`config.mk`:
```
export PLATFORM = sky130hd
export DESIGN_NAME = i2c_master_bit_engine_flat
export DESIGN_NICKNAME = d
export VERILOG_FILES = /design/src/rtl/i2cmb_pkg.sv /design/src/rtl/i2cmb_ifs.sv /design/src/rtl/i2cmb_front.sv /design/src/rtl/i2cmb_queue.sv /design/src/rtl/i2cmb_back.sv /design/src/rtl/i2c_master_bit_engine.sv /design/src/flat_wrapper.sv
export SDC_FILE = /design/constraint.sdc
export NUM_CORES = 1
export LEC_CHECK = 0
export ABC_AREA = 0
export BUFFER_PORTS_ARGS = -buffer_cell sky130_fd_sc_hd__buf_2
export CAP_MARGIN = 20
export CORE_UTILIZATION = 48
export DETAILED_ROUTE_END_ITERATION = 12
export PLACE_DENSITY = 0.66
export SKIP_LAST_GASP = 1
export SLEW_MARGIN = 25
export SYNTH_ARGS = -nofsm -noshare
export SYNTH_HDL_FRONTEND = slang
export SYNTH_SLANG_ARGS = --single-unit
export TNS_END_PERCENT = 5
```
`constraint.sdc`:
```
create_clock -name clock -period 8.3 [get_ports clock]
set_clock_uncertainty 0.2 [all_clocks]
set_input_delay 0 -clock clock [delete_from_list [all_inputs] [get_ports clock]]
set_output_delay 0 -clock clock [all_outputs]
set_load 0.01 [all_outputs]
```
`src/rtl/i2cmb_pkg.sv`:
```
package i2cmb_pkg;

   // Field widths fixed by the command format
   localparam int unsigned BYTE_W      = 8;
   localparam int unsigned HALF_W      = 16;
   localparam int unsigned BITS_W      = 4;

   // Defaults and constants
   localparam int unsigned WAIT_WIDTH_DEF = 16;
   localparam int unsigned QUEUE_DEPTH    = 2;
   localparam logic [HALF_W-1:0] HALF_RESET = 16'd500;
   localparam logic [BITS_W-1:0] BYTE_BITS  = 4'd8;

   // Command opcodes on the request channel
   localparam logic [1:0] OP_START = 2'd0;
   localparam logic [1:0] OP_STOP  = 2'd1;
   localparam logic [1:0] OP_WRITE = 2'd2;
   localparam logic [1:0] OP_READ  = 2'd3;

   // Classified command carried from front to back
   typedef enum logic [2:0] {
      KIND_NONE  = 3'd0,
      KIND_START = 3'd1,
      KIND_STOP  = 3'd2,
      KIND_WRITE = 3'd3,
      KIND_READ  = 3'd4
   } kind_type;

   typedef struct packed {
      kind_type          kind;
      logic [BYTE_W-1:0] write_data;
      logic              send_ack;
      logic              sda_in;
   } item_type;

   // Queue occupancy seen by the front end and the top level
   typedef struct packed {
      logic full;
      logic empty;
   } queue_status_type;

endpackage

```
`src/rtl/i2cmb_ifs.sv`:
```
// Request channel: one tick per beat
interface i2cmb_req_if;
   logic       valid;
   logic       ready;
   logic       cmd_valid;
   logic [1:0] op;
   logic [7:0] write_data;
   logic       send_ack;
   logic       sda_in;

   modport source (output valid, cmd_valid, op, write_data, send_ack, sda_in, input ready);
   modport sink   (input valid, cmd_valid, op, write_data, send_ack, sda_in, output ready);
endinterface

// Response channel: pin drives and status per tick
interface i2cmb_rsp_if;
   logic       valid;
   logic       ready;
   logic       scl_pull_low;
   logic       sda_pull_low;
   logic       busy_res;
   logic       done_res;
   logic [7:0] read_data;
   logic       ack_received;

   modport source (output valid, scl_pull_low, sda_pull_low, busy_res, done_res,
                   read_data, ack_received, input ready);
   modport sink   (input valid, scl_pull_low, sda_pull_low, busy_res, done_res,
                   read_data, ack_received, output ready);
endinterface

// Register write channel: half period only
interface i2cmb_csr_if;
   logic        valid;
   logic        ready;
   logic [15:0] data;

   modport source (output valid, data, input ready);
   modport sink   (input valid, data, output ready);
endinterface

```
`src/rtl/i2cmb_front.sv`:
```
module i2cmb_front (
   i2cmb_req_if.sink            req_chan,
   input  i2cmb_pkg::queue_status_type q_status,
   output logic                 push,
   output i2cmb_pkg::item_type  push_item
);
   import i2cmb_pkg::*;

   // Take a beat whenever the queue has room
   assign req_chan.ready = !q_status.full;
   assign push           = req_chan.valid && !q_status.full;

   // Classify the tick into a command kind
   always_comb begin
      push_item.write_data = req_chan.write_data;
      push_item.send_ack   = req_chan.send_ack;
      push_item.sda_in     = req_chan.sda_in;
      push_item.kind       = KIND_NONE;
      if (req_chan.cmd_valid) begin
         unique case (req_chan.op)
            OP_START: push_item.kind = KIND_START;
            OP_STOP:  push_item.kind = KIND_STOP;
            OP_WRITE: push_item.kind = KIND_WRITE;
            OP_READ:  push_item.kind = KIND_READ;
            default:  push_item.kind = KIND_NONE;
         endcase
      end
   end

endmodule

```
`src/rtl/i2cmb_queue.sv`:
```
module i2cmb_queue (
   input  logic                         clock,
   input  logic                         reset,
   input  logic                         push,
   input  i2cmb_pkg::item_type          push_item,
   input  logic                         pop,
   output i2cmb_pkg::item_type          pop_item,
   output i2cmb_pkg::queue_status_type  status
);
   import i2cmb_pkg::*;

   localparam int unsigned PTR_W = (QUEUE_DEPTH > 1) ? $clog2(QUEUE_DEPTH) : 1;
   localparam int unsigned CNT_W = $clog2(QUEUE_DEPTH + 1);

   item_type             entry_ff [QUEUE_DEPTH];
   logic [PTR_W-1:0]     wr_ptr_ff, wr_ptr_in;
   logic [PTR_W-1:0]     rd_ptr_ff, rd_ptr_in;
   logic [CNT_W-1:0]     count_ff, count_in;

   assign status.full  = (count_ff == CNT_W'(QUEUE_DEPTH));
   assign status.empty = (count_ff == '0);
   assign pop_item     = entry_ff[rd_ptr_ff];

   // Pointer wrap and occupancy
   always_comb begin
      wr_ptr_in = wr_ptr_ff;
      rd_ptr_in = rd_ptr_ff;
      count_in  = count_ff;
      if (push) begin
         wr_ptr_in = (wr_ptr_ff == PTR_W'(QUEUE_DEPTH - 1)) ? '0 : wr_ptr_ff + 1'b1;
      end
      if (pop) begin
         rd_ptr_in = (rd_ptr_ff == PTR_W'(QUEUE_DEPTH - 1)) ? '0 : rd_ptr_ff + 1'b1;
      end
      if (push && !pop) begin
         count_in = count_ff + 1'b1;
      end else if (pop && !push) begin
         count_in = count_ff - 1'b1;
      end
   end

   always_ff @(posedge clock) begin
      if (reset) begin
         wr_ptr_ff <= '0;
         rd_ptr_ff <= '0;
         count_ff  <= '0;
      end else begin
         wr_ptr_ff <= wr_ptr_in;
         rd_ptr_ff <= rd_ptr_in;
         count_ff  <= count_in;
      end
   end

   // Entry storage, no reset needed
   always_ff @(posedge clock) begin
      if (push) begin
         entry_ff[wr_ptr_ff] <= push_item;
      end
   end

endmodule

```
`src/rtl/i2cmb_back.sv`:
```
module i2cmb_back #(
   parameter int unsigned WAIT_WIDTH = i2cmb_pkg::WAIT_WIDTH_DEF
) (
   input  logic                              clock,
   input  logic                              reset,
   input  logic [i2cmb_pkg::HALF_W-1:0]      half_period,
   input  logic                              q_empty,
   input  i2cmb_pkg::item_type               item,
   output logic                              pop,
   i2cmb_rsp_if.source                       rsp_chan
);
   import i2cmb_pkg::*;

   typedef enum logic [11:0] {
      PH_IDLE        = 12'b0000_0000_0001,
      PH_START_A     = 12'b0000_0000_0010,
      PH_START_B     = 12'b0000_0000_0100,
      PH_STOP_A      = 12'b0000_0000_1000,
      PH_WR_DATA     = 12'b0000_0001_0000,
      PH_WR_HIGH     = 12'b0000_0010_0000,
      PH_WR_ACK_LOW  = 12'b0000_0100_0000,
      PH_WR_ACK_HIGH = 12'b0000_1000_0000,
      PH_RD_HIGH     = 12'b0001_0000_0000,
      PH_RD_LOW      = 12'b0010_0000_0000,
      PH_RD_ACK_LOW  = 12'b0100_0000_0000,
      PH_RD_ACK_HIGH = 12'b1000_0000_0000
   } phase_type;

   phase_type               phase_ff, phase_in;
   logic [BITS_W-1:0]       bits_ff, bits_in;
   logic [BYTE_W-1:0]       shift_ff, shift_in;
   logic [WAIT_WIDTH-1:0]   wait_ff, wait_in;
   logic                    scl_ff, scl_in;
   logic                    sda_ff, sda_in_nx;
   logic                    ack_seen_ff, ack_seen_in;
   logic                    ack_send_ff, ack_send_in;
   logic [BYTE_W-1:0]       read_hold_ff, read_hold_in;
   logic                    done;
   logic                    rsp_valid_ff;

   logic [WAIT_WIDTH-1:0]   half_w;
   logic [WAIT_WIDTH-1:0]   wait_len;
   logic [WAIT_WIDTH-1:0]   wait_dec;
   logic [BYTE_W-1:0]       shift_up;
   logic [BITS_W-1:0]       bits_dec;

   // Half-bit wait length, a zero setting counts as one tick
   assign half_w   = WAIT_WIDTH'(half_period);
   assign wait_len = (half_w == '0) ? WAIT_WIDTH'(1) : half_w;
   assign wait_dec = (wait_ff != '0) ? wait_ff - 1'b1 : wait_ff;
   assign bits_dec = (bits_ff != '0) ? bits_ff - 1'b1 : bits_ff;
   assign shift_up = {shift_ff[BYTE_W-2:0], 1'b0};

   // Consume one tick whenever the output slot is free or being drained
   assign pop = !q_empty && (!rsp_valid_ff || rsp_chan.ready);

   // Bit engine: one tick per beat
   always_comb begin
      phase_in     = phase_ff;
      bits_in      = bits_ff;
      shift_in     = shift_ff;
      wait_in      = wait_ff;
      scl_in       = scl_ff;
      sda_in_nx    = sda_ff;
      ack_seen_in  = ack_seen_ff;
      ack_send_in  = ack_send_ff;
      read_hold_in = read_hold_ff;
      done         = 1'b0;
      if (phase_ff == PH_IDLE) begin
         case (item.kind)
            KIND_START: begin
               sda_in_nx = 1'b0;
               scl_in    = 1'b0;
               phase_in  = PH_START_A;
               wait_in   = wait_len;
            end
            KIND_STOP: begin
               sda_in_nx = 1'b1;
               scl_in    = 1'b0;
               phase_in  = PH_STOP_A;
               wait_in   = wait_len;
            end
            KIND_WRITE: begin
               shift_in  = item.write_data;
               bits_in   = BYTE_BITS;
               sda_in_nx = ~item.write_data[BYTE_W-1];
               phase_in  = PH_WR_DATA;
               wait_in   = wait_len;
            end
            KIND_READ: begin
               shift_in    = '0;
               bits_in     = BYTE_BITS;
               ack_send_in = item.send_ack;
               sda_in_nx   = 1'b0;
               scl_in      = 1'b0;
               phase_in    = PH_RD_HIGH;
               wait_in     = wait_len;
            end
            default: ;
         endcase
      end else begin
         wait_in = wait_dec;
         if (wait_dec == '0) begin
            unique case (phase_ff)
               PH_START_A: begin
                  sda_in_nx = 1'b1;
                  phase_in  = PH_START_B;
                  wait_in   = wait_len;
               end
               PH_START_B: begin
                  scl_in   = 1'b1;
                  phase_in = PH_IDLE;
                  done     = 1'b1;
               end
               PH_STOP_A: begin
                  sda_in_nx = 1'b0;
                  phase_in  = PH_IDLE;
                  done      = 1'b1;
               end
               PH_WR_DATA: begin
                  scl_in   = 1'b0;
                  phase_in = PH_WR_HIGH;
                  wait_in  = wait_len;
               end
               PH_WR_HIGH: begin
                  // SCL low again, next data bit on the same tick
                  scl_in   = 1'b1;
                  shift_in = shift_up;
                  bits_in  = bits_dec;
                  wait_in  = wait_len;
                  if (bits_dec != '0) begin
                     sda_in_nx = ~shift_up[BYTE_W-1];
                     phase_in  = PH_WR_DATA;
                  end else begin
                     sda_in_nx = 1'b0;
                     phase_in  = PH_WR_ACK_LOW;
                  end
               end
               PH_WR_ACK_LOW: begin
                  scl_in   = 1'b0;
                  phase_in = PH_WR_ACK_HIGH;
                  wait_in  = wait_len;
               end
               PH_WR_ACK_HIGH: begin
                  ack_seen_in = ~item.sda_in;
                  scl_in      = 1'b1;
                  phase_in    = PH_IDLE;
                  done        = 1'b1;
               end
               PH_RD_HIGH: begin
                  shift_in = {shift_ff[BYTE_W-2:0], item.sda_in};
                  bits_in  = bits_dec;
                  scl_in   = 1'b1;
                  phase_in = PH_RD_LOW;
                  wait_in  = wait_len;
               end
               PH_RD_LOW: begin
                  wait_in = wait_len;
                  if (bits_ff != '0) begin
                     scl_in   = 1'b0;
                     phase_in = PH_RD_HIGH;
                  end else begin
                     sda_in_nx = ack_send_ff;
                     phase_in  = PH_RD_ACK_LOW;
                  end
               end
               PH_RD_ACK_LOW: begin
                  scl_in   = 1'b0;
                  phase_in = PH_RD_ACK_HIGH;
                  wait_in  = wait_len;
               end
               PH_RD_ACK_HIGH: begin
                  scl_in       = 1'b1;
                  sda_in_nx    = 1'b0;
                  read_hold_in = shift_ff;
                  phase_in     = PH_IDLE;
                  done         = 1'b1;
               end
               default: phase_in = PH_IDLE;
            endcase
         end
      end
   end

   // Engine state advances once per consumed tick
   always_ff @(posedge clock) begin
      if (reset) begin
         phase_ff     <= PH_IDLE;
         bits_ff      <= '0;
         shift_ff     <= '0;
         wait_ff      <= '0;
         scl_ff       <= 1'b0;
         sda_ff       <= 1'b0;
         ack_seen_ff  <= 1'b0;
         ack_send_ff  <= 1'b0;
         read_hold_ff <= '0;
      end else if (pop) begin
         phase_ff     <= phase_in;
         bits_ff      <= bits_in;
         shift_ff     <= shift_in;
         wait_ff      <= wait_in;
         scl_ff       <= scl_in;
         sda_ff       <= sda_in_nx;
         ack_seen_ff  <= ack_seen_in;
         ack_send_ff  <= ack_send_in;
         read_hold_ff <= read_hold_in;
      end
   end

   // Output register
   always_ff @(posedge clock) begin
      if (reset) begin
         rsp_valid_ff <= 1'b0;
      end else if (pop) begin
         rsp_valid_ff <= 1'b1;
      end else if (rsp_chan.ready) begin
         rsp_valid_ff <= 1'b0;
      end
   end

   always_ff @(posedge clock) begin
      if (pop) begin
         rsp_chan.scl_pull_low <= scl_in;
         rsp_chan.sda_pull_low <= sda_in_nx;
         rsp_chan.busy_res     <= (phase_in != PH_IDLE);
         rsp_chan.done_res     <= done;
         rsp_chan.read_data    <= read_hold_in;
         rsp_chan.ack_received <= ack_seen_in;
      end
   end

   assign rsp_chan.valid = rsp_valid_ff;

endmodule

```
`src/rtl/i2c_master_bit_engine.sv`:
```
// I2C master bit engine, open drain, advanced one tick per request beat.
// req_chan: one beat per timer tick with the sampled SDA level and, when
//   cmd_valid is set, a start, stop, write-byte or read-byte command.
//   Commands that arrive while a command is running are dropped.
// rsp_chan: exactly one beat per request beat, in order, carrying the SCL
//   and SDA pull-low drives, busy, a done pulse, the last read byte and the
//   ack seen on the last write.
// csr_chan: writes the half-bit period in ticks (reset 500); write only
//   while no beat is in flight. Always ready.
// Path: a taken request beat is written into a queue entry, then the
//   engine step registers its response beat into the output register.
// Throughput: one beat per cycle while the response side takes beats.
// Reset: lines released, engine idle, queue empty, period back to default.
// Receiver stall: the output register holds its beat, the two-entry queue
//   absorbs up to two more ticks, then req_chan.ready drops until the
//   response side drains.
module i2c_master_bit_engine #(
   parameter int unsigned WAIT_WIDTH = i2cmb_pkg::WAIT_WIDTH_DEF
) (
   input  logic          clock,
   input  logic          reset,
   i2cmb_req_if.sink     req_chan,
   i2cmb_rsp_if.source   rsp_chan,
   i2cmb_csr_if.sink     csr_chan
);
   import i2cmb_pkg::*;

   logic [HALF_W-1:0]  half_ff;
   logic               push;
   logic               pop;
   item_type           push_item;
   item_type           pop_item;
   queue_status_type   q_status;

   // Half-period register
   assign csr_chan.ready = 1'b1;

   always_ff @(posedge clock) begin
      if (reset) begin
         half_ff <= HALF_RESET;
      end else if (csr_chan.valid) begin
         half_ff <= csr_chan.data;
      end
   end

   i2cmb_front u_front (
      .req_chan  (req_chan),
      .q_status  (q_status),
      .push      (push),
      .push_item (push_item)
   );

   i2cmb_queue u_queue (
      .clock     (clock),
      .reset     (reset),
      .push      (push),
      .push_item (push_item),
      .pop       (pop),
      .pop_item  (pop_item),
      .status    (q_status)
   );

   i2cmb_back #(
      .WAIT_WIDTH (WAIT_WIDTH)
   ) u_back (
      .clock       (clock),
      .reset       (reset),
      .half_period (half_ff),
      .q_empty     (q_status.empty),
      .item        (pop_item),
      .pop         (pop),
      .rsp_chan    (rsp_chan)
   );

   // A fresh response beat needs a queued tick behind it
   a_rsp_from_queue: assert property (@(posedge clock) disable iff (reset)
      $rose(rsp_chan.valid) |-> $past(!q_status.empty))
      else $error("response beat without a queued tick");

   // A full queue must refuse requests
   a_full_blocks: assert property (@(posedge clock) disable iff (reset)
      q_status.full |-> !req_chan.ready)
      else $error("request taken into a full queue");

   // Queue cannot be full and empty at once
   a_queue_sane: assert property (@(posedge clock) disable iff (reset)
      !(q_status.full && q_status.empty))
      else $error("queue reports full and empty");

   // An engine step always leaves a beat in the output register
   a_step_lands: assert property (@(posedge clock) disable iff (reset)
      pop |=> rsp_chan.valid)
      else $error("engine step lost its response beat");

endmodule

```
`src/flat_wrapper.sv`:
```
// flat-port wrapper written by rule: the top's interface ports become plain ports
module i2c_master_bit_engine_flat import i2cmb_pkg::*;
#(
   parameter int unsigned WAIT_WIDTH = i2cmb_pkg::WAIT_WIDTH_DEF
)
  (clock, reset, req_chan_valid, req_chan_cmd_valid, req_chan_op, req_chan_write_data, req_chan_send_ack, req_chan_sda_in, req_chan_ready, rsp_chan_valid, rsp_chan_scl_pull_low, rsp_chan_sda_pull_low, rsp_chan_busy_res, rsp_chan_done_res, rsp_chan_read_data, rsp_chan_ack_received, rsp_chan_ready, csr_chan_valid, csr_chan_data, csr_chan_ready);
  i2cmb_req_if req_chan_i ();
  i2cmb_rsp_if rsp_chan_i ();
  i2cmb_csr_if csr_chan_i ();
  input  logic clock;
  input  logic reset;
  input wire logic [$bits(req_chan_i.valid)-1:0] req_chan_valid;
  input wire logic [$bits(req_chan_i.cmd_valid)-1:0] req_chan_cmd_valid;
  input wire logic [$bits(req_chan_i.op)-1:0] req_chan_op;
  input wire logic [$bits(req_chan_i.write_data)-1:0] req_chan_write_data;
  input wire logic [$bits(req_chan_i.send_ack)-1:0] req_chan_send_ack;
  input wire logic [$bits(req_chan_i.sda_in)-1:0] req_chan_sda_in;
  output wire logic [$bits(req_chan_i.ready)-1:0] req_chan_ready;
  output wire logic [$bits(rsp_chan_i.valid)-1:0] rsp_chan_valid;
  output wire logic [$bits(rsp_chan_i.scl_pull_low)-1:0] rsp_chan_scl_pull_low;
  output wire logic [$bits(rsp_chan_i.sda_pull_low)-1:0] rsp_chan_sda_pull_low;
  output wire logic [$bits(rsp_chan_i.busy_res)-1:0] rsp_chan_busy_res;
  output wire logic [$bits(rsp_chan_i.done_res)-1:0] rsp_chan_done_res;
  output wire logic [$bits(rsp_chan_i.read_data)-1:0] rsp_chan_read_data;
  output wire logic [$bits(rsp_chan_i.ack_received)-1:0] rsp_chan_ack_received;
  input wire logic [$bits(rsp_chan_i.ready)-1:0] rsp_chan_ready;
  input wire logic [$bits(csr_chan_i.valid)-1:0] csr_chan_valid;
  input wire logic [$bits(csr_chan_i.data)-1:0] csr_chan_data;
  output wire logic [$bits(csr_chan_i.ready)-1:0] csr_chan_ready;
  assign req_chan_i.valid = req_chan_valid;
  assign req_chan_i.cmd_valid = req_chan_cmd_valid;
  assign req_chan_i.op = req_chan_op;
  assign req_chan_i.write_data = req_chan_write_data;
  assign req_chan_i.send_ack = req_chan_send_ack;
  assign req_chan_i.sda_in = req_chan_sda_in;
  assign req_chan_ready = req_chan_i.ready;
  assign rsp_chan_valid = rsp_chan_i.valid;
  assign rsp_chan_scl_pull_low = rsp_chan_i.scl_pull_low;
  assign rsp_chan_sda_pull_low = rsp_chan_i.sda_pull_low;
  assign rsp_chan_busy_res = rsp_chan_i.busy_res;
  assign rsp_chan_done_res = rsp_chan_i.done_res;
  assign rsp_chan_read_data = rsp_chan_i.read_data;
  assign rsp_chan_ack_received = rsp_chan_i.ack_received;
  assign rsp_chan_i.ready = rsp_chan_ready;
  assign csr_chan_i.valid = csr_chan_valid;
  assign csr_chan_i.data = csr_chan_data;
  assign csr_chan_ready = csr_chan_i.ready;
  i2c_master_bit_engine #(.WAIT_WIDTH(WAIT_WIDTH)) u_core (.clock(clock), .reset(reset), .req_chan(req_chan_i), .rsp_chan(rsp_chan_i), .csr_chan(csr_chan_i));
endmodule
```
* After elaboration in Yosys (flattened, before gate mapping)
Memories as Yosys holds them, arrays and structs flattened. A register that Yosys moved wholly into a read port is not among the register bits.
Cells that the tools add are included.
** Cells by class
- Muxes and demuxes :: 51
- Reduce and logical (&&, ||, !) cells :: 37
- Add/subtract/negate cells :: 6
- Eq/ne operators :: 24
- Bitwise operators :: 4
** Operators with widths (count)
- two-way mux 16 bit :: 6
- case mux 12 bit (7 select lines) :: 1
- case mux 12 bit (4 select lines) :: 1
- two-way mux 8 bit :: 5
- logical NOT 16 bit :: 2
- case mux 8 bit (2 select lines) :: 2
- two-way mux 12 bit :: 2
- two-way mux 1 bit :: 20
- two-way mux 4 bit :: 5
- nonzero test 16 bit :: 1
- subtractor 16 x 1 -> 16 bit, second input constant :: 1
- equality test 12 x 1 -> 1 bit, second input constant :: 1
- equality test 12 x 10 -> 1 bit, second input constant :: 1
- equality test 12 x 11 -> 1 bit, second input constant :: 1
- equality test 12 bit, second input constant :: 1
- equality test 12 x 2 -> 1 bit, second input constant :: 1
- equality test 12 x 3 -> 1 bit, second input constant :: 1
- equality test 12 x 4 -> 1 bit, second input constant :: 1
- equality test 12 x 5 -> 1 bit, second input constant :: 1
- equality test 12 x 6 -> 1 bit, second input constant :: 1
- equality test 12 x 7 -> 1 bit, second input constant :: 1
- equality test 12 x 8 -> 1 bit, second input constant :: 1
- equality test 12 x 9 -> 1 bit, second input constant :: 1
- inequality test 12 x 1 -> 1 bit, second input constant :: 1
- 34 further kinds :: 63
** Storage, ports and cells
- Output and inout bits :: 16
- Logic and storage cells :: 143
- Register bits :: 86
- RAM bits :: 26
- Memories :: 1
- Bits of input ports :: 34
** Memories
- u_core.u_queue.entry_ff :: depth 2, bits a word 13, rd ports 1, clocked after memory_dff 1, write ports 1, line i2cmb_queue.sv:15 : item_type entry_ff [QUEUE_DEPTH];

* Logic depth before layout (Yosys ltp)
Gate-level depths: netlist of run 1.
- Depth in word-level cells :: 8
- Depth in mapped cells :: 11
- Depth with buffers taken out :: 10

* Hierarchy
A second synthesis of run 1 with hierarchy kept.
** Unflattened totals
- Cells, all modules :: 718
- Area, all modules :: 6404.9 µm²
** Modules (own cells, without submodules)
- i2cmb_back :: times used 1, area each 4503.1 µm², seq. area each 1451.4 µm², cells each 582
- i2cmb_queue :: times used 1, area each 1139.8 µm², seq. area each 880.8 µm², cells each 62
- i2c_master_bit_engine :: times used 1, area each 611.8 µm², seq. area each 320.3 µm², cells each 54
- i2cmb_front :: times used 1, area each 150.1 µm², seq. area each 0.0 µm², cells each 20

* Worst setup path before layout of run 1
OpenSTA, ideal clock, no wires.
- Path kind :: register to register
- Start point :: reg u_core.u_back.wait_ff[0]
- End point :: reg u_core.u_back.rsp_chan.busy_res, data pin
- Data arrival time :: 3266 ps
- Cell stages (with the launch flop) :: 11
- Path buffers :: 0
- Setup time :: 266 ps
- Setup slack :: 4568 ps
- Data required time :: 7834 ps
- Path through :: dfxtp_1 inv_1 ha_1 or3b_2 or4b_2 xnor2_2 nor4_4 nand3_1 or4b_1 a22oi_1 nand4_1
** On the way
- Longest elaborated chain between the ends :: 6
** RTL lines
- start, declared :: line i2cmb_back.sv:32 : logic [WAIT_WIDTH-1:0] wait_ff, wait_in;
- start signal, assigned :: line i2cmb_back.sv:201 : wait_ff <= wait_in;
- subtractor 16 x 1 -> 16 bit / nonzero test 16 bit (equally long branches) :: line i2cmb_back.sv:50 : assign wait_dec = (wait_ff != '0) ? wait_ff - 1'b1 : wait_ff;
- two-way mux 16 bit (*) :: line i2cmb_back.sv:50
- logical NOT 16 bit (*) :: line i2cmb_back.sv:103 : if (wait_dec == '0) begin
- two-way mux 12 bit (*) :: line i2cmb_back.sv:103
- two-way mux 12 bit (*) :: line i2cmb_back.sv:69 : if (phase_ff == PH_IDLE) begin
- inequality test 12 x 1 -> 1 bit (*) :: line i2cmb_back.sv:225 : rsp_chan.busy_res <= (phase_in != PH_IDLE);
- end signal, assigned :: line i2cmb_back.sv:225
- end, declared :: line i2cmb_ifs.sv:26 : modport source (output valid, scl_pull_low, sda_pull_low, busy_res, done_res,
Mark *: on every way between the ends. The rest lies on a longest branch, timed or not.
A chain may end at the register's enable or synchronous reset.

* Final worst setup path of run 1
- Start point :: reg u_core.u_back.wait_ff[0]
- End point :: reg u_core.u_back.rsp_chan.read_data[6] (netlist name), data pin
** On the way
- Longest elaborated chain between the ends :: 5
** RTL lines
- subtractor 16 x 1 -> 16 bit / nonzero test 16 bit (equally long branches) :: line i2cmb_back.sv:50
- two-way mux 16 bit (*) :: line i2cmb_back.sv:50
- logical NOT 16 bit (*) :: line i2cmb_back.sv:103
- two-way mux 8 bit (*) :: line i2cmb_back.sv:103
- two-way mux 8 bit (*) :: line i2cmb_back.sv:69
- net u_core.u_back.read_hold_in[6] :: line i2cmb_back.sv:37 : logic [BYTE_W-1:0] read_hold_ff, read_hold_in;
- end signal, assigned :: line i2cmb_back.sv:227 : rsp_chan.read_data <= read_hold_in;
- end, declared :: line i2cmb_ifs.sv:27 : read_data, ack_received, input ready);
Mark *: on every way through the listed nets, which the timed path passes. The rest lies on a longest branch.

==> impl_metrics.yaml, run 1 <==
synth:
  yosysSeqAreaShare_pct: 44.85
  synthCells: 635
  yosysWarnings: 0
  yosysMostFrequentCell: "dfxtp_1"
  syn_area_mm2: 0.005914
  synth_top_area_share_pct: 25.05
  synth_edf_count: 39
  synth_top_area_cell: "dfxtp_1"
  ys.flop_type: "dfxtp_1"
  netlist_top_cells_count: "74 x dfxtp_1, 72 x nor2_1, 52 x nand2_1"
  synth.distinct_cells: 70
  yosys-top-cells-area: "dfxtp_1 25%, edfxtp_1 20%, mux2i_1 6.8%, nor2_1 4.6%, a21oi_1 4.0%"
  synthesis.area_per_instance_um2: 9.314
  synth-seq-cells: 113
  synth_nets: 675
  async_flop_share_pct: 0
drt:
  routedWlPerCell_um: 17.34
  ant_nets: 0
  wirelength_um: 15330
  dr.pass1.iters: 5
  drc: 0
  vias: 5230
  drt_iter0_markers: 336
  via_per_inst: 5.916
pwr:
  cellPowerDensity_mw_per_mm2: 405.0
  leakagePower_nw: 2.803
  fin_total_pwr_mw: 2.968
  irDropWorstVdd_uv: 283.0
clocking:
  cts_tree: "yes"
  htreeDepth: 4
  post_cts_resized: 0
  clk_latency_ns: 0.42
  cts-root-buf: "clkbuf_16"
  cts_buffers: 17
  postCtsSetupRepairBufs: 0
  cts_sinks: 113
  clk_pin_slew_worst_paths_ns: 0.06
  clk_path_buf_depth: 2
  hold_buffers: 48
floorplan:
  coreArea_mm2: 0.01201
  fp.dieH_um: 113.0
  num_rows: 40
  start_util_pct: 49.24
  die_x_um: 113.0
  io_pins: 50
  die_area_mm2: 0.01277
placed_design:
  dpl-instance-area_mm2: 0.006243
  routabilityCongestion: 0.8928
  place_ws_ns: 4.216
  port_buffers: 48
  hpwl_um: 10370
timing:
  drv_slew: 0
  fin_ws_ns: 4.174
  rsz0062_at_grt: "false"
  worstMarginPinSlew_ns: 0.9043
  tns_ns: 0
  setup_viol: 0
  whs_ns: 0.02198
  period_share_pct: 49.72
  max-slew-margin-rel_pct: 39.53
  period_needed_ns: 4.126
  hold_viol: 0
  clock.fmax_ghz: 0.2423
global_routing:
  overflow: 0
  grt_pass1_vias: 4954
  grt_pass1_wl_um: 25170
  grt_start_max_net_pins: 63
  antenna_found_initial: 0
  gr-usage-all-layers_pct: 25.66
worst_setup_path:
  crit_type: "flip-flop to flip-flop"
  crit_required_ns: 8.26
  worstRegToRegCells: 9
  cp-end-kind: "flip-flop"
  cp_max_fo: 8
  worstPathArrival_ns: 4.09
  start_kind: "flip-flop"
  reg2reg_setup_slack_ns: 4.17
outcome:
  status: "finished, final reports clean"
min_path:
  hp-class: "input pin to flip-flop"
  min_path_cells: 3
finish:
  design_area_mm2: 0.007328
  n_antenna_cell: 0
  nets: 764
  areaGrowthSynthToFinish_pct: 23.91
  final_layout_size_suffix_gt1_share_pct: 16.96
flow_run:
  maxCapViolCount: 0
==> stage by stage <==
stage | instances | utilization [%]
after CTS | 884 | 61.01
after global placement | 804 | 51.96
after detailed placement | 804 | 51.98
after global routing | 884 | 61.01
final | 884 | 61.01
after floorplan | 635 | -
==> sequential cells by signal, summed over array words and instances (netlist names), 2 cells and up, named ones only <==
name                              flops
u_core.u_queue.entry_ff              26
u_core.u_back.shift_ff                8
u_core.u_back.read_hold_ff            8
u_core.u_queue.count_ff               2
u_core.u_back.phase_ff               12
u_core.u_back.bits_ff                 4
u_core.half_ff                       16
u_core.u_back.wait_ff                16
u_core.u_back.rsp_chan.read_data      8
==> routing by layer <==
| metal | GRT usage [%] | vias to the layer above | wire (um) |
|---|---|---|---|
| met2 | 41.23 | 189 | 7269 |
| met3 | 6.749 | 39 | 928 |
| met1 | 32.63 | 2469 | 6748 |
| li1 | - | 2533 | - |
| met4 | 11.14 | 0 | 383 |
| met5 | 0 | - | 0 |
==> cell type report <==
cell class,count,area [um^2]
Fill cell,1002,4683
Multi-Input combinational cell,475,3065
Sequential cell,113,2653
Timing Repair Buffer,102,765.7
Clock buffer,19,442.9
Tap cell,147,183.9
Clock inverter,13,161.4
Inverter,15,56.30
==> worst max-delay path: stages, from the launching register on <==
cell and delay, ns:
dfxtp_1 0.34, inv_1 0.10, ha_1 0.20, or3b_2 0.53
or4b_2 0.74, xnor2_2 0.22, nor4_4 0.36, nand3_2 0.27
nor2_2 0.51, mux2_2 0.40
==> cell usage in the layout (no fill, tap or decap), types with 4 or more instances in the layout <==
master / count
dfxtp_1: 74
nor2_1: 71
nand2_1: 52
dlygate4sd3_1: 48
buf_2: 48
a21oi_1: 47
mux2i_1: 40
edfxtp_1: 39
o21ai_0: 25
nor4_1: 20
nor3_1: 18
clkbuf_16: 17
inv_1: 15
mux2_2: 15
or3_1: 14
nand2b_1: 12
a211oi_1: 11
nand3_1: 10
nor2b_1: 9
nand4_1: 9
a31oi_1: 8
or4_1: 7
o21ai_1: 6
xor2_1: 6
o31ai_1: 6
ha_1: 6
buf_4: 6
or2_2: 5
o211ai_1: 5
and3_1: 5
and2_1: 4
clkinvlp_4: 4
==> final timing paths <==
check	start	end
max reg2reg	u_core.u_back.wait_ff[0]	u_core.u_back.rsp_chan.read_data[6]
min	reset	flip-flop
min reg2reg	u_core.u_back.ack_seen_ff	u_core.u_back.ack_seen_ff
max	u_core.u_back.wait_ff[0]	u_core.u_back.rsp_chan.read_data[6]
==> cell families after synthesis <==
kind of cell               after synthesis  share of synthesized area, %
and+or+nand+nor                        263                         24.22
AOI/OAI and AO/OA                      140                         15.00
DFF                                    113                         44.85
muxes                                   55                         9.625
buffers and inverters                   47                         3.363
xor gates and xnor gates                10                         1.608
adders and majority gates                6                         1.269
other                                    1                       0.06340
==> power by group <==
| part | internal [mW] | leakage (nW) | switching [mW] | total (mW) |
|---|---|---|---|---|
| Sequential | 0.707 | 0.976 | 0.117 | 0.824 |
| Combinational | 0.502 | 1.54 | 0.902 | 1.40 |
| Clock | 0.479 | 0.285 | 0.261 | 0.740 |
Power figures use the tool's default switching activity.
==> inputs of run 2 (changes only) <==
- ABC_AREA: 0 -> 1
- PLACE_DENSITY: 0.66 -> 0.69
- clock period: 8.3 -> 3.7 ns (I/O delays scaled with it)
==> run 2 against run 1 <==
Net effect: sequential cell count unchanged; highest routed layer unchanged; critical path type unchanged; utilization fell by 0.36 points; fmax up 33%; sequential power up 130%; register-to-register slack got worse by 3.6 ns; clock power grew 130%.
==> impl_metrics.yaml, run 2 <==
outcome:
  status: "finished, final reports clean"
finish:
  final_layout_size_suffix_gt1_share_pct: 12.66
  areaGrowthSynthToFinish_pct: 23.01
  nets: 1014
  final_cells: 1159
  regMostFlops: "u_core.u_queue.entry_ff"
  largest_reg_flops: 26
  utilization_pct: 60.65
  mostFrequentLayoutCells: "224 x nand2_1, 118 x inv_1, 89 x nor2_1"
  layout_commonest_cell: "nand2_1"
  n_antenna_cell: 0
  top_regs: "u_core.u_queue.entry_ff x26, u_core.half_ff x16, u_core.u_back.wait_ff x16"
timing:
  rsz0062_at_grt: "false"
  period_needed_ns: 3.107
  max-slew-margin-rel_pct: 35.55
  setup_viol: 0
  period_share_pct: 83.98
  whs_ns: 0.01981
  clock.fmax_ghz: 0.3218
  tns_ns: 0
  worstMarginPinSlew_ns: 0.9657
  hold_viol: 0
  drv_slew: 0
synth:
  synth_top_area_cell: "dfxtp_1"
  synth_xor_area_share_pct: 0.4206
  yosysSeqAreaShare_pct: 42.46
  synth_edf_count: 39
  synth-seq-cells: 113
  yosys.area_share.simple_pct: 30.50
  synth_nets: 923
  synthesis.area_per_instance_um2: 7.075
  yosys-top-cells-area: "dfxtp_1 24%, edfxtp_1 19%, nand2_1 13%, inv_1 7.1%, nor2_1 5.5%"
  netlist_top_cells_count: "224 x nand2_1, 118 x inv_1, 91 x nor2_1"
  async_flop_share_pct: 0
  synthCells: 883
  synth_top_family_by_area: "simple AND/OR/NAND/NOR gates"
  synth_top_area_share_pct: 23.71
  syn_area_mm2: 0.006247
  yosysMostFrequentCell: "nand2_1"
  synth-compound-area-share_pct: 14.42
  synth.distinct_cells: 43
  synthMuxAreaShare_pct: 0.4807
  synthAdderAreaFrac_pct: 1.202
  ys.flop_type: "dfxtp_1"
  yosysWarnings: 0
pwr:
  cellPowerDensity_mw_per_mm2: 927.4
  leakagePower_nw: 3.531
  fin_total_pwr_mw: 7.127
  irDropWorstVdd_uv: 571.7
drt:
  vias: 6003
  drc: 0
  dr.pass1.iters: 4
  routedWlPerCell_um: 13.72
  drt_iter0_markers: 527
  ant_nets: 0
  wirelength_um: 15900
  via_per_inst: 5.179
clocking:
  cts_buffers: 17
  htreeDepth: 4
  clk_pin_slew_worst_paths_ns: 0.06
  cts_tree: "yes"
  cts-root-buf: "clkbuf_16"
  clk_path_buf_depth: 2
  postCtsSetupRepairBufs: 0
  cts_sinks: 113
  clk_latency_ns: 0.42
worst_setup_path:
  cp_num_buf_inv: 3
  crit_family: "simple AND/OR/NAND/NOR gates"
  worstPathArrival_ns: 3.08
  crit_required_ns: 3.67
  crit_type: "flip-flop to flip-flop"
  start_kind: "flip-flop"
  cp_max_fo: 26
  critPathSlowestCell: "dfxtp_1"
  crit_top_cell: "nand2_1"
  max_stage_delay_ns: 0.35
  cp-end-kind: "flip-flop"
  crit_chain: "inv_1, ha_1, nand2_2, nor2_2, nand2_1, buf_4, nand2_1, nand2_2, nor2_4, nand3_4, inv_4, nand2_1, nand2_1, nor2_1, nand2_1, nor2_1, nand2_1"
global_routing:
  gr-usage-all-layers_pct: 25.53
  antenna_found_initial: 0
  grt_pass1_vias: 5392
  grt_start_max_net_pins: 42
  grt_pass1_wl_um: 26240
  overflow: 0
placed_design:
  dp.cells: 1080
  routabilityCongestion: 0.8940
  port_buffers: 48
  hpwl_um: 10640
floorplan:
  fp.dieH_um: 116.1
  io_pins: 50
  num_rows: 41
  die_x_um: 116.1
  start_util_pct: 49.30
  die_area_mm2: 0.01348
  coreArea_mm2: 0.01267
flow_run:
  maxCapViolCount: 0
min_path:
  hp-class: "input pin to flip-flop"
[run 2: cell types whose count changed in the layout (fill, tap and decap cells not counted), moves of 15 or more]
cell and change:
nand2_1 +172, inv_1 +103, nand3_1 +41, o21ai_0 +39, mux2i_1 -37, o21ai_1 +20
nor2_1 +18, nor4_1 -16, mux2_2 -15
[run 2: timing repair]
action                                 CTS  global route
hold buffers                            47             0
endpoints found under the hold margin   66             0
resized for setup                        0             0
[run 2: cells by family after synthesis]
logic type               count (synthesis)
AND/OR/NAND/NOR                        431
AO/OA/AOI/OAI                          169
buffers and inverters                  157
flip-flops                             113
adder cells (fa/ha/maj)                  6
XOR/XNOR                                 3
multiplexers                             3
other                                    1
[run 2: stage by stage]
step | worst slack, ns | instance area [um^2]
final | 0.5929 | 7685
after global routing | 0.2182 | 7685
after CTS | 0.6389 | 7682
after detailed placement | 0.6459 | 6594
after global placement | 0.7523 | 6591
after floorplan | 1.228 | 6247
[run 2: metal layers]
layer / vias to the layer above / wire (um) / track usage, %
li1: 3072 / - / -
met1: 2708 / 7666 / 35.19
met2: 206 / 7014 / 38.93
met3: 17 / 1017 / 6.485
met4: 0 / 204 / 8.718
met5: - / 0 / 0
[run 2: cell type report]
type / instances / area (um^2)
clock buffer: 18 / 439.2
clock inverter: 14 / 178.9
fill: 1140 / 4986
inverter: 126 / 478.0
multi-input combinational: 613 / 2950
sequential: 113 / 2653
tap: 172 / 215.2
timing repair buffer: 103 / 770.7
[run 2: worst reg2reg max path, cell delays in order, from the launching register on]
cell and delay (ns):
dfxtp_1 0.35, inv_1 0.10, ha_1 0.25, nand2_2 0.16, nor2_2 0.06, nand2_1 0.26
buf_4 0.27, nand2_1 0.11, nand2_2 0.13, nor2_4 0.05, nand3_4 0.24, inv_4 0.18
nand2_1 0.12, nand2_1 0.06, nor2_1 0.13, nand2_1 0.07, nor2_1 0.08, nand2_1 0.05
[run 2: worst paths after layout]
path / end / cells past startpoint / startpoint / slack [ns]
max reg2reg: u_core.u_back.rsp_chan.busy_res / 17 / u_core.u_back.wait_ff[0] / 0.59
min: u_core.half_ff[0] / 3 / csr_chan_valid / 0.02
min reg2reg: u_core.u_queue.rd_ptr_ff / 1 / u_core.u_queue.rd_ptr_ff / 0.25
max: u_core.u_back.rsp_chan.busy_res / 17 / u_core.u_back.wait_ff[0] / 0.59
[run 2: report_power, final]
part / internal (mW) / switching [mW] / total, mW
clock network: 1.08 / 0.624 / 1.71
registers: 1.69 / 0.236 / 1.92
logic: 1.12 / 2.37 / 3.50
==> inputs of run 3 (changes only) <==
- PLACE_DENSITY: 0.69 -> 0.66
- clock period: 3.7 -> 3 ns (I/O delays scaled with it)
==> run 3 against run 2 <==
Net effect: die area unchanged; first-iteration DRC count decreased by 22%; routed wire length increased by 1.5%; register-to-register slack got worse by 0.39 ns; global-route usage decreased by 0.14 points; combinational power increased by 28%.
==> impl_metrics.yaml, run 3 (synthesis results as in run 2) <==
outcome:
  status: "finished, final reports clean"
finish:
  layout_commonest_cell: "nand2_1"
  final_layout_size_suffix_gt1_share_pct: 13.37
  top_regs: "u_core.u_queue.entry_ff x26, u_core.half_ff x16, u_core.u_back.wait_ff x16"
  areaGrowthSynthToFinish_pct: 24.15
  n_antenna_cell: 0
  utilization_pct: 61.21
  nets: 1022
  largest_reg_flops: 26
  regMostFlops: "u_core.u_queue.entry_ff"
  fillers: 1152
  mostFrequentLayoutCells: "224 x nand2_1, 118 x inv_1, 90 x nor2_1"
drt:
  drt_iter0_markers: 412
  drc: 0
  vias: 6009
  wirelength_um: 16140
  highest_layer: "met4"
  via_per_inst: 5.149
  wl_met2_um: 6784
  routedWlPerCell_um: 13.83
  ant_nets: 0
  dr.pass1.iters: 5
  routedLengthMet1_um: 7954
  wl_met3_um: 1152
global_routing:
  gr-usage-all-layers_pct: 25.38
  overflow: 0
  grt_pass1_wl_um: 26080
  grt_pass1_vias: 5381
  grt_start_max_net_pins: 41
  antenna_found_initial: 0
placed_design:
  hpwl_um: 10990
  routabilityCongestion: 0.9172
  port_buffers: 48
worst_setup_path:
  crit_chain: "inv_1, ha_1, nand2_2, nor2_2, nand2_1, buf_4, nand2_1, nand2_2, nor2_4, nand3_2, nand2_1, nand2_1, nand2_1, nand2_1, o21ai_1, inv_1"
  cp_max_fo: 12
  max_stage_delay_ns: 0.32
  start_kind: "flip-flop"
  crit_required_ns: 3.11
  worstPathArrival_ns: 2.91
  crit_type: "flip-flop to flip-flop"
  cp-end-kind: "flip-flop"
  critPathSlowestCell: "dfxtp_1"
  crit_top_cell: "nand2_1"
timing:
  setup_viol: 0
  period_needed_ns: 2.799
  rsz0062_at_grt: "true"
  hold_viol: 0
  drv_slew: 0
  period_share_pct: 93.29
  clock.fmax_ghz: 0.3573
  worstMarginPinSlew_ns: 0.9946
  max-slew-margin-rel_pct: 33.62
floorplan:
  io_pins: 50
  die_area_mm2: 0.01348
  start_util_pct: 49.30
  num_rows: 41
  fp.dieH_um: 116.1
  coreArea_mm2: 0.01267
  die_x_um: 116.1
pwr:
  irDropWorstVdd_uv: 657.1
  leakagePower_nw: 3.558
  fin_total_pwr_mw: 8.945
  cellPowerDensity_mw_per_mm2: 1153
clocking:
  cts_tree: "yes"
  clk_latency_ns: 0.42
  postCtsSetupRepairBufs: 0
  cts_sinks: 113
  htreeDepth: 4
  cts_buffers: 17
  cts-root-buf: "clkbuf_16"
  clk_path_buf_depth: 2
  clk_pin_slew_worst_paths_ns: 0.06
flow_run:
  maxCapViolCount: 0
min_path:
  hp-class: "input pin to flip-flop"
==> run 3: changes by cell type in the layout (fill, tap and decap cells not counted), moves of 2 or more <==
cell | before | now
nand3_2 | 3 | 5
nor2_2 | 11 | 9
clkinv_2 | 0 | 2
buf_4 | 8 | 13
==> run 3: final timing paths <==
path	startpoint	cells after the start	to	slack, ns
max	u_core.u_back.wait_ff[0]	16	u_core.u_back.sda_ff	0.20
min	csr_chan_valid	3	u_core.half_ff[15]	0.02
max reg2reg	u_core.u_back.wait_ff[0]	16	u_core.u_back.sda_ff	0.20
min reg2reg	u_core.u_queue.rd_ptr_ff	1	u_core.u_queue.rd_ptr_ff	0.27
==> run 3: area by class of cell <==
cell class | instances | area (um^2) | area share, %
multi-input combinational | 615 | 2973 | 38.33
sequential | 113 | 2653 | 34.20
timing repair buffer | 109 | 828.3 | 10.68
inverter | 126 | 478.0 | 6.162
clock buffer | 17 | 425.4 | 5.485
tap | 172 | 215.2 | 2.775
clock inverter | 15 | 183.9 | 2.371
==> run 3: per-layer routing <==
metal / global-route usage [%] / vias to the layer above
met2: 35.87 / 200
met5: 0 / -
li1: - / 3089
met1: 36.75 / 2696
met4: 10.17 / 0
met3: 6.433 / 24
==> run 3: stage by stage <==
step                      hold WS [ns]  std cells  worst slack [ns]  setup TNS (ns)  cell area [um^2]
after floorplan                -0.1011        883            0.5278               0              6247
after global placement        -0.01227       1086            0.2119               0              6649
after detailed placement     -0.007677       1086            0.1416               0              6649
after CTS                     0.006151       1165            0.1326               0              7729
after global routing           0.07625       1167          -0.01886        -0.01886              7756
final                          0.02340       1167            0.2013               0              7756
==> run 3: power by group <==
group / switching (mW) / internal, mW / leakage [nW]
clock network: 0.760 / 1.31 / 0.290
logic: 3.07 / 1.41 / 2.29
registers: 0.316 / 2.08 / 0.981
total: 4.15 / 4.80 / 3.56
==> run 3: repair_timing <==
| action | in CTS | in global routing |
|---|---|---|
| hold buffers | 47 | 0 |
| endpoints found under the hold margin | 76 | 0 |
| resized for setup | 0 | 2 |
| setup endpoints to repair | 0 | 11 |
==> run 3: critical path, delay by kind of cell, from the launching register on <==
kind | cells | cell delay, ns
and+or+nand+nor | 11 | 1.43
buffers and inverters | 3 | 0.36
DFF | 1 | 0.32
adders and majority gates | 1 | 0.24
AOI/OAI and AO/OA | 1 | 0.15
